==> config.mk <==
export PLATFORM = sky130hd
export DESIGN_NAME = compound_name_canonicalizer_unit
export DESIGN_NICKNAME = d
export VERILOG_FILES = /design/src/rtl/ccn_pkg.sv /design/src/rtl/compound_name_canonicalizer_unit.sv /design/src/rtl/ccn_step.sv
export VERILOG_INCLUDE_DIRS = /design/src /design/src/rtl
export SDC_FILE = /design/constraint.sdc
export NUM_CORES = 1
export LEC_CHECK = 0
export BUFFER_PORTS_ARGS = -buffer_cell sky130_fd_sc_hd__buf_2
export CORE_UTILIZATION = 60
export CTS_BUF_LIST = sky130_fd_sc_hd__clkbuf_2 sky130_fd_sc_hd__clkbuf_4 sky130_fd_sc_hd__clkbuf_8
export DETAILED_ROUTE_END_ITERATION = 16
export PLACE_DENSITY_LB_ADDON = 0.3
export SLEW_MARGIN = 25
export SYNTH_ARGS = -nofsm -noshare
export SYNTH_HDL_FRONTEND = slang
export SYNTH_SLANG_ARGS = --single-unit
==> constraint.sdc <==
create_clock -name clk -period 4.6 [get_ports clk]
set_input_delay 0.92 -clock clk [delete_from_list [all_inputs] [get_ports clk]]
set_output_delay 0.92 -clock clk [all_outputs]
set_load 0.01 [all_outputs]
==> src/rtl/compound_name_canonicalizer_unit_macros.svh <==
// Assertion macros shared by the canonicalizer RTL.
`ifndef COMPOUND_NAME_CANONICALIZER_UNIT_MACROS_SVH
`define COMPOUND_NAME_CANONICALIZER_UNIT_MACROS_SVH

// Same-cycle implication, sampled on the rising clock edge, off during reset.
`define CCN_ASSERT_NOW(lbl, ante, cons) \
  lbl: assert property (@(posedge clk) disable iff (rst) (ante) |-> (cons)) \
    else $error("canonicalizer assertion failed");

// Next-cycle implication, sampled on the rising clock edge, off during reset.
`define CCN_ASSERT_NEXT(lbl, ante, cons) \
  lbl: assert property (@(posedge clk) disable iff (rst) (ante) |=> (cons)) \
    else $error("canonicalizer assertion failed");

`endif

==> src/rtl/ccn_pkg.sv <==
// Types, codes and character helpers for the compound name canonicalizer.
package ccn_pkg;

  // Parse phase codes
  localparam logic [2:0] PH_START       = 3'd0;
  localparam logic [2:0] PH_NAME_ENDED  = 3'd1;
  localparam logic [2:0] PH_INDEX       = 3'd2;
  localparam logic [2:0] PH_INDEX_CLOSE = 3'd3;
  localparam logic [2:0] PH_INDEX_ENDED = 3'd4;

  // Result kind codes
  localparam logic [1:0] KIND_CHAR = 2'd0;
  localparam logic [1:0] KIND_DONE = 2'd1;
  localparam logic [1:0] KIND_BAD  = 2'd2;

  // Characters of the grammar
  localparam logic [7:0] CH_LBRACK = 8'h5B;
  localparam logic [7:0] CH_RBRACK = 8'h5D;
  localparam logic [7:0] CH_DOLLAR = 8'h24;
  localparam logic [7:0] CH_DOT    = 8'h2E;
  localparam logic [7:0] CH_DASH   = 8'h2D;
  localparam logic [7:0] CH_CARET  = 8'h5E;
  localparam logic [7:0] CH_UNDER  = 8'h5F;
  localparam logic [7:0] CASE_OFS  = 8'h20;

  typedef struct packed {
    logic [2:0] phase;
    logic       in_token;
    logic       at_first;
    logic       draining;
  } ccn_state_t;

  typedef struct packed {
    logic       emit;
    logic [7:0] ch;
    logic [1:0] kind;
  } ccn_result_t;

  localparam ccn_state_t STATE_RESET = '{
    phase: PH_START, in_token: 1'b0, at_first: 1'b1, draining: 1'b0
  };

  function automatic logic is_ws(input logic [7:0] c);
    return (c == 8'h20) || (c >= 8'h09 && c <= 8'h0D);
  endfunction

  function automatic logic is_upper(input logic [7:0] c);
    return c >= 8'h41 && c <= 8'h5A;
  endfunction

  function automatic logic is_alpha(input logic [7:0] c);
    return is_upper(c) || (c >= 8'h61 && c <= 8'h7A);
  endfunction

  function automatic logic is_digit(input logic [7:0] c);
    return c >= 8'h30 && c <= 8'h39;
  endfunction

  function automatic logic is_token_char(input logic [7:0] c);
    return is_alpha(c) || is_digit(c) || c == CH_UNDER || c == CH_DASH || c == CH_CARET;
  endfunction

  // Lower case outside an index body; map dash and caret to underscore
  function automatic logic [7:0] canon_char(input logic [7:0] c, input logic [2:0] ph);
    logic [7:0] r;
    r = c;
    if (ph != PH_INDEX_CLOSE && is_upper(c)) begin
      r = c + CASE_OFS;
    end else if (c == CH_DASH || c == CH_CARET) begin
      r = CH_UNDER;
    end
    return r;
  endfunction

endpackage

==> src/rtl/compound_name_canonicalizer_unit.sv <==
// Compound name canonicalizer: input register, step logic, result register.
// A character accepted into the input register writes any result to the output
// register when it advances, which waits while a held result is not taken.
// Unstalled, one character per cycle; the parse state loop is one step deep.
// Reset (rst, synchronous): empties both registers, parse state to name start.
`include "compound_name_canonicalizer_unit_macros.svh"

module compound_name_canonicalizer_unit (
  input  logic       clk,
  input  logic       rst,
  input  logic       in_valid,
  output logic       in_ready,
  input  logic [7:0] in_char,
  input  logic       is_end,
  output logic       out_valid,
  input  logic       out_ready,
  output logic [7:0] out_char,
  output logic [1:0] kind
);
  import ccn_pkg::*;

  logic        in_full;
  logic [7:0]  char_q;
  logic        end_q;
  ccn_state_t  st;
  ccn_state_t  st_next;
  ccn_result_t res;
  logic        advance;

  // Move the held transaction through the step when the result slot frees
  assign advance  = in_full && (!out_valid || out_ready);
  assign in_ready = !in_full || advance;

  ccn_step u_step (
    .st      (st),
    .c       (char_q),
    .is_end  (end_q),
    .st_next (st_next),
    .res     (res)
  );

  // Input register
  always_ff @(posedge clk) begin
    if (rst) begin
      in_full <= 1'b0;
    end else if (in_ready) begin
      in_full <= in_valid;
    end
  end

  always_ff @(posedge clk) begin
    if (in_valid && in_ready) begin
      char_q <= in_char;
      end_q  <= is_end;
    end
  end

  // Parse state
  always_ff @(posedge clk) begin
    if (rst) begin
      st <= STATE_RESET;
    end else if (advance) begin
      st <= st_next;
    end
  end

  // Result register
  always_ff @(posedge clk) begin
    if (rst) begin
      out_valid <= 1'b0;
    end else if (advance) begin
      out_valid <= res.emit;
    end else if (out_ready) begin
      out_valid <= 1'b0;
    end
  end

  always_ff @(posedge clk) begin
    if (advance && res.emit) begin
      out_char <= res.ch;
      kind     <= res.kind;
    end
  end

  // Status results carry no character
  `CCN_ASSERT_NOW(a_status_char_zero, out_valid && kind != KIND_CHAR, out_char == 8'h00)
  // While draining, only the terminator may produce a result
  `CCN_ASSERT_NOW(a_drain_silent, advance && st.draining && !end_q, !res.emit)
  // The terminator returns the parser to its reset state
  `CCN_ASSERT_NEXT(a_end_resets, advance && end_q, st == STATE_RESET)
  // Never take a new transaction while the held one is blocked
  `CCN_ASSERT_NOW(a_no_overrun, in_ready, !(in_full && out_valid && !out_ready))

endmodule

==> src/rtl/ccn_step.sv <==
// Next-state and result logic for one character of the compound name.
module ccn_step (
  input  ccn_pkg::ccn_state_t  st,
  input  logic [7:0]           c,
  input  logic                 is_end,
  output ccn_pkg::ccn_state_t  st_next,
  output ccn_pkg::ccn_result_t res
);
  import ccn_pkg::*;

  always_comb begin
    st_next  = st;
    res.emit = 1'b0;
    res.ch   = 8'h00;
    res.kind = KIND_CHAR;

    priority if (is_end) begin
      // Terminator: report status unless already reported, then reset
      if (!st.draining) begin
        res.emit = 1'b1;
        res.kind = (st.phase == PH_NAME_ENDED || st.phase == PH_INDEX_ENDED) ?
                   KIND_DONE : KIND_BAD;
      end
      st_next = STATE_RESET;
    end else if (st.draining) begin
      // Drop bytes until the terminator
    end else if (st.at_first && is_ws(c)) begin
      // Skip leading white space
    end else if (st.at_first && c == CH_DOT) begin
      // Leading dot: emit it, a name must still follow
      st_next.at_first = 1'b0;
      res.emit = 1'b1;
      res.ch   = CH_DOT;
    end else if (st.in_token && is_token_char(c)) begin
      // Continue the current token
      st_next.at_first = 1'b0;
      res.emit = 1'b1;
      res.ch   = canon_char(c, st.phase);
    end else if (is_ws(c)) begin
      // White space ends any token
      st_next.at_first = 1'b0;
      st_next.in_token = 1'b0;
    end else begin
      st_next.at_first = 1'b0;
      st_next.in_token = 1'b0;
      res.emit = 1'b1;
      unique case (st.phase)
        PH_START: begin
          if (is_alpha(c)) begin
            st_next.phase    = PH_NAME_ENDED;
            st_next.in_token = 1'b1;
            res.ch           = canon_char(c, PH_NAME_ENDED);
          end else begin
            st_next.draining = 1'b1;
            res.kind         = KIND_BAD;
          end
        end
        PH_NAME_ENDED: begin
          if (c == CH_LBRACK) begin
            st_next.phase = PH_INDEX;
            res.ch        = c;
          end else if (c == CH_DOT) begin
            st_next.phase = PH_START;
            res.ch        = c;
          end else begin
            st_next.draining = 1'b1;
            res.kind         = KIND_DONE;
          end
        end
        PH_INDEX: begin
          if (is_alpha(c) || is_digit(c)) begin
            st_next.phase    = PH_INDEX_CLOSE;
            st_next.in_token = 1'b1;
            res.ch           = canon_char(c, PH_INDEX_CLOSE);
          end else if (c == CH_DOLLAR) begin
            st_next.phase = PH_INDEX_CLOSE;
            res.ch        = c;
          end else if (c == CH_RBRACK) begin
            st_next.phase = PH_INDEX_ENDED;
            res.ch        = c;
          end else begin
            st_next.draining = 1'b1;
            res.kind         = KIND_BAD;
          end
        end
        PH_INDEX_CLOSE: begin
          if (c == CH_RBRACK) begin
            st_next.phase = PH_INDEX_ENDED;
            res.ch        = c;
          end else begin
            st_next.draining = 1'b1;
            res.kind         = KIND_BAD;
          end
        end
        PH_INDEX_ENDED: begin
          if (c == CH_DOT) begin
            st_next.phase = PH_START;
            res.ch        = c;
          end else begin
            st_next.draining = 1'b1;
            res.kind         = KIND_DONE;
          end
        end
        default: begin
          st_next.draining = 1'b1;
          res.kind         = KIND_BAD;
        end
      endcase
    end
  end

endmodule
==> results of run 1 <==
==> critical path: stages (launching register included) <==
cell,delay (ns)
edfxtp_1,0.56
or4_4,0.61
nor4_2,0.19
nor3_1,0.18
o41a_1,0.42
or3_1,0.42
or4_1,0.51
a21oi_1,0.15
==> registers in the layout, indices dropped and copies added, names as in the netlist <==
name	cells
st	6
char_q	8
in_full	1
out_char	8
out_valid	1
end_q	1
kind	2
==> cell usage after synthesis, types with 6 or more instances <==
| cell type | count |
|---|---|
| nor3_1 | 10 |
| nor2b_1 | 6 |
| nor2_1 | 21 |
| dfxtp_1 | 8 |
| nand2_1 | 23 |
| edfxtp_1 | 19 |
| nand3_1 | 9 |
| o21ai_0 | 14 |
| a21oi_1 | 23 |
| nand2b_1 | 6 |
| clkbuf_1 | 12 |
| inv_1 | 8 |
==> area by class of cell <==
cell class / instances / area share
well taps: 31 / 0.01957
inverters: 9 / 0.01705
clock buffers: 4 / 0.01515
multi-input cells: 173 / 0.5189
flip-flops and latches: 27 / 0.3687
repair buffers: 24 / 0.06061
==> through the flow <==
step	area (um^2)	worst slack [ns]	cells	utilization	power, W
floorplan	1847	1.820	223	-	0.0003507
global placement	1952	1.550	264	0.6900	0.0003748
detailed placement	1952	1.495	264	0.6900	0.0003758
CTS	1982	1.463	268	0.7006	0.0004819
global route	1982	1.258	268	0.7006	0.0005030
finish	1982	1.428	268	0.7006	0.0004836
==> cell families after synthesis <==
group	synth area share
flops	0.3957
mux	0.01694
compound gates	0.2453
fa+ha+maj	0.01355
simple gates	0.2812
buf+inv	0.04742
==> path summary, 6_finish.rpt <==
kind                            slack [ns]       to       from  cells past startpoint
worst min register to register        0.54    st[1]      st[1]                      2
worst max register to register        1.43  kind[1]  char_q[1]                      7
worst max-delay path                  1.43  kind[1]  char_q[1]                      7
worst min-delay path                  0.54    st[1]      st[1]                      2
==> metal layers <==
layer / up-vias / track usage / part of all wire
li1: 865 / - / -
met3: 10 / 0.07256 / 0.096
met2: 95 / 0.4518 / 0.45
met1: 807 / 0.4107 / 0.44
met5: - / 0 / 0
met4: 0 / 0.09756 / 0.017
==> where the power goes <==
group / switching [W] / leakage [nW] / total, W / internal, W
clock network: 0.0000709 / 0.0184 / 0.000111 / 0.0000398
registers: 0.0000183 / 0.250 / 0.000294 / 0.000276
logic: 0.0000473 / 0.469 / 0.0000790 / 0.0000316
==> flow_summary.toml, run 1 <==
[floorplanning]
rows = 19
die_area_um2 = 3304
ios = 25
die_h_um = 57.48
die_w_um = 57.48
start_util = 0.6528
core_um2 = 2829

[routing]
vias_per_cell = 6.631
dr.pass1.iters = 13
initialDrtViolationCount = 97
drc_errors = 3
vias = 1777
final_antenna_net_count = 0
wirelength_um = 4494
wl_per_cell_um = 16.77

[pwr]
peakVddDrop_uv = 200.9
power_leakage_nw = 0.7370
powerDensity_nw_per_um2 = 244.0

[clock_network]
cts_num_sinks = 27
clock_path_buffers = 2
root_buffer = "clkbuf_4"
clock_latency_ns = 0.32
cts.htree.levels = 1
cts_made_buffers = 3
cts_resized = 0
cts_setup_buffers = 0
cts_hold_buf = 0
cts_tree = "built"
clk_pin_slew_worst_paths_ns = 0.15

[sta]
hold_viol = 0
slew_viol_final = 0
rsz0062_at_grt = "no"
fin_skew_ns = 0.001303
relSlewSlack = 0.3684
fmax_ghz = 0.3153
fin_setup_tns_ns = 0
fin_crit_sh = 0.6895
setup_viol = 0
whs_ns = 0.5383
layout_min_cycle_time_ns = 3.172
worst_pin_slew_ns = 0.9475

[placed_design]
gp_routability_congestion = 0.9785
post-dp-hpwl_um = 3374
port_buffers = 24

[outcome]
violations = "design-rule violations"
status = "finished, violations left"

[cells_and_area]
diodes = 0
fillers = 238
multi_input_area_um2 = 1028
syn_to_final_growth_pct = 7.317
regArea_um2 = 730.7
final_common_cell = "buf_2"
final_cell_mix = "buf_2, a21oi_1, nand2_1"
final_nets = 253
drive_gt1_frac = 0.1435

[yosys]
synth_edf_count = 19
syn_area_per_cell_um2 = 8.281
yosysSeqAreaShare = 0.3957
async_flop_share = 0
synth_cell_type_count = 50
synthTopCellsByArea = "edfxtp_1, dfxtp_1, a21oi_1"
synth_ff_type = "edfxtp_1"
synth_top_area_frac = 0.3089
syn-num-nets = 238
ys_warn_count = 0
syn-cell-area_um2 = 1847
synth_area_leader_cell = "edfxtp_1"
syn_inst = 223
ys_ff_latch = 27

[critical_path]
worstPathArrival_ns = 3.36
cp-start-kind = "register"
path_max_fanout = 12
crit_type = "register to register"
cp-end-kind = "register"
crit_required_ns = 4.79

[global_route]
grt_usage = 0.2954
grt_pass1_vias = 1634
grt_max_degree = 15
grt_pass1_wl_um = 7500
antenna_found_initial = 0
grt-ovfl-total = 0

[worst_hold_path]
hp-class = "register to register"

[run]
drv_cap = 0
No activity file was read; power rests on OpenSTA's default activity.
==> inputs of run 2 (changes only) <==
Settings changed: CORE_UTILIZATION 60 to 59.
Clock period 4.6 ns to 3.1 ns, I/O delays scaled along.
==> run 2 against run 1 <==
Effect of this change:
- the flow still finishes with violations (design-rule violations)
- register-to-register slack worse by 1.3 ns
- count of clock-buffer cells in the layout stayed put
- sequential share of layout area is 0.82 points lower
- combinational power is 62% higher
- maximum frequency is 6.8% higher
- wire length is 4.5% lower
- clock skew is 0.0063 ns higher
- hold slack worse by 0.091 ns
- clock power is 46% higher
- die area is 1.6% higher
- critical path type unchanged
- largest cell class unchanged
- highest routed layer unchanged
==> flow_summary.toml, run 2 (synthesized netlist as in run 1, its figures left out) <==
[sta]
finalWorstSetupSlack_ns = 0.1312
layout_min_cycle_time_ns = 2.969
relSlewSlack = 0.3470
slew_viol_final = 0
rsz0062_at_grt = "no"
fin_crit_sh = 0.9577
hold_viol = 0
fin_skew_ns = 0.007572
setup_viol = 0
fmax_ghz = 0.3368
fin_setup_tns_ns = 0
worst_pin_slew_ns = 0.9795

[pwr]
peakVddDrop_uv = 344.4
power_leakage_nw = 0.7655
powerDensity_nw_per_um2 = 354.5
netSwitchingFraction = 0.2765
p_int_w = 0.0005199
p_switching_w = 0.0001987
pwr-share-clk = 0.225
seq_power_share = 0.597
combPwrFrac = 0.178

[outcome]
status = "finished, violations left"
violations = "design-rule violations"

[critical_path]
path_max_fanout = 13
slowest_delay_ns = 0.58
crit_chain = "ha_1 > nand2b_1 > a21oi_1 > o221a_4 > o41a_1 > or3_1 > or4_1 > a21oi_1"
crit_required_ns = 3.29
worstPathArrival_ns = 3.16
cp_common_cell = "a21oi_1"
cp-start-kind = "register"
crit_path_top_delay_cell = "edfxtp_1"
crit_type = "register to register"
cp-end-kind = "register"
r2r.worst_path.cells = 8

[routing]
wl_per_cell_um = 15.67
wirelength_um = 4293
initialDrtViolationCount = 170
drc_errors = 3
vias = 1832
final_antenna_net_count = 0
dr.pass1.iters = 11
vias_per_cell = 6.686

[clock_network]
root_buffer = "clkbuf_4"
cts_hold_buf = 0
cts_setup_buffers = 0
cts_tree = "built"
clock_latency_ns = 0.33
cts_resized = 0
cts_num_sinks = 27
cts_made_buffers = 3
cts.htree.levels = 1
clock_path_buffers = 2
clk_pin_slew_worst_paths_ns = 0.14

[cells_and_area]
multi_input_area_um2 = 1028
final_common_cell = "buf_2"
largest_registers = "char_q (8), out_char (8), st (6)"
final_area_um2 = 2027
fillers = 205
syn_to_final_growth_pct = 9.756
fin_util = 0.7105
drive_gt1_frac = 0.1646
diodes = 0
final_cell_mix = "buf_2, a21oi_1, nand2_1"
final_nets = 259
regArea_um2 = 730.7
finalNonFillerCells = 274

[run]
drv_cap = 0

[global_route]
grt_usage = 0.2722
grt_max_degree = 15
antenna_found_initial = 0
grt_pass1_wl_um = 7044
grt_pass1_vias = 1560
grt-ovfl-total = 0

[floorplanning]
ios = 25
rows = 19
core_um2 = 2853
die_w_um = 57.95
die_area_um2 = 3358
die_h_um = 57.95
start_util = 0.6474

[placed_design]
placedCellCount = 270
port_buffers = 24
place_area_um2 = 1997
dp_slack_ns = 0.1921
gp_routability_congestion = 0.9874
post-dp-hpwl_um = 3204

[worst_hold_path]
hp-class = "primary input to register"
min_path_cells = 1
run 2: cell types whose count changed in the layout (fill, tap and decap cells not counted):
cell   before  now
buf_4       0    6
run 2: power groups by stage:
stage	logic, W	registers (W)	clock network [W]
finish	0.000128	0.000429	0.000162
global route	0.000141	0.000432	0.000173
CTS	0.000126	0.000428	0.000161
detailed placement	0.000125	0.000436	0
global placement	0.000124	0.000435	0
floorplan	0.0000899	0.000431	0
run 2: worst max-delay path: cells and delay by family, from the launching register on:
family,cells,cell delay (ns)
AND/OR/NAND/NOR,3,0.99
adder cells (fa/ha/maj),1,0.30
AO/OA/AOI/OAI,4,0.96
flip-flops,1,0.58
run 2: path summary, 6_finish.rpt:
path | startpoint | endpoint | slack (ns)
worst max-delay path | char_q[5] | kind[1] | 0.13
worst min-delay path | in_char[5] | char_q[5] | 0.45
worst max register to register | char_q[5] | kind[1] | 0.13
worst min register to register | st[1] | st[1] | 0.54
run 2: layout make-up:
| cell class | count | share of cell area |
|---|---|---|
| inverters | 9 | 0.01667 |
| repair buffers | 30 | 0.08148 |
| clock buffers | 4 | 0.01481 |
| well taps | 31 | 0.01914 |
| flip-flops and latches | 27 | 0.3605 |
| multi-input cells | 173 | 0.5074 |
run 2: through the flow:
step | hold slack (ns) | total power [W]
3_3_place_gp | 0.5177 | 0.0005598
5_1_grt | 0.4426 | 0.0007469
4_1_cts | 0.4532 | 0.0007150
3_5_place_dp | 0.5277 | 0.0005615
2_1_floorplan | 0.4713 | 0.0005205
6_report | 0.4475 | 0.0007186
run 2: per-layer routing:
metal	vias up	track usage	share of wire
met5	-	0	0
met4	0	0.08844	0.023
met3	13	0.04464	0.099
met2	111	0.4401	0.45
met1	830	0.3741	0.42
li1	878	-	-
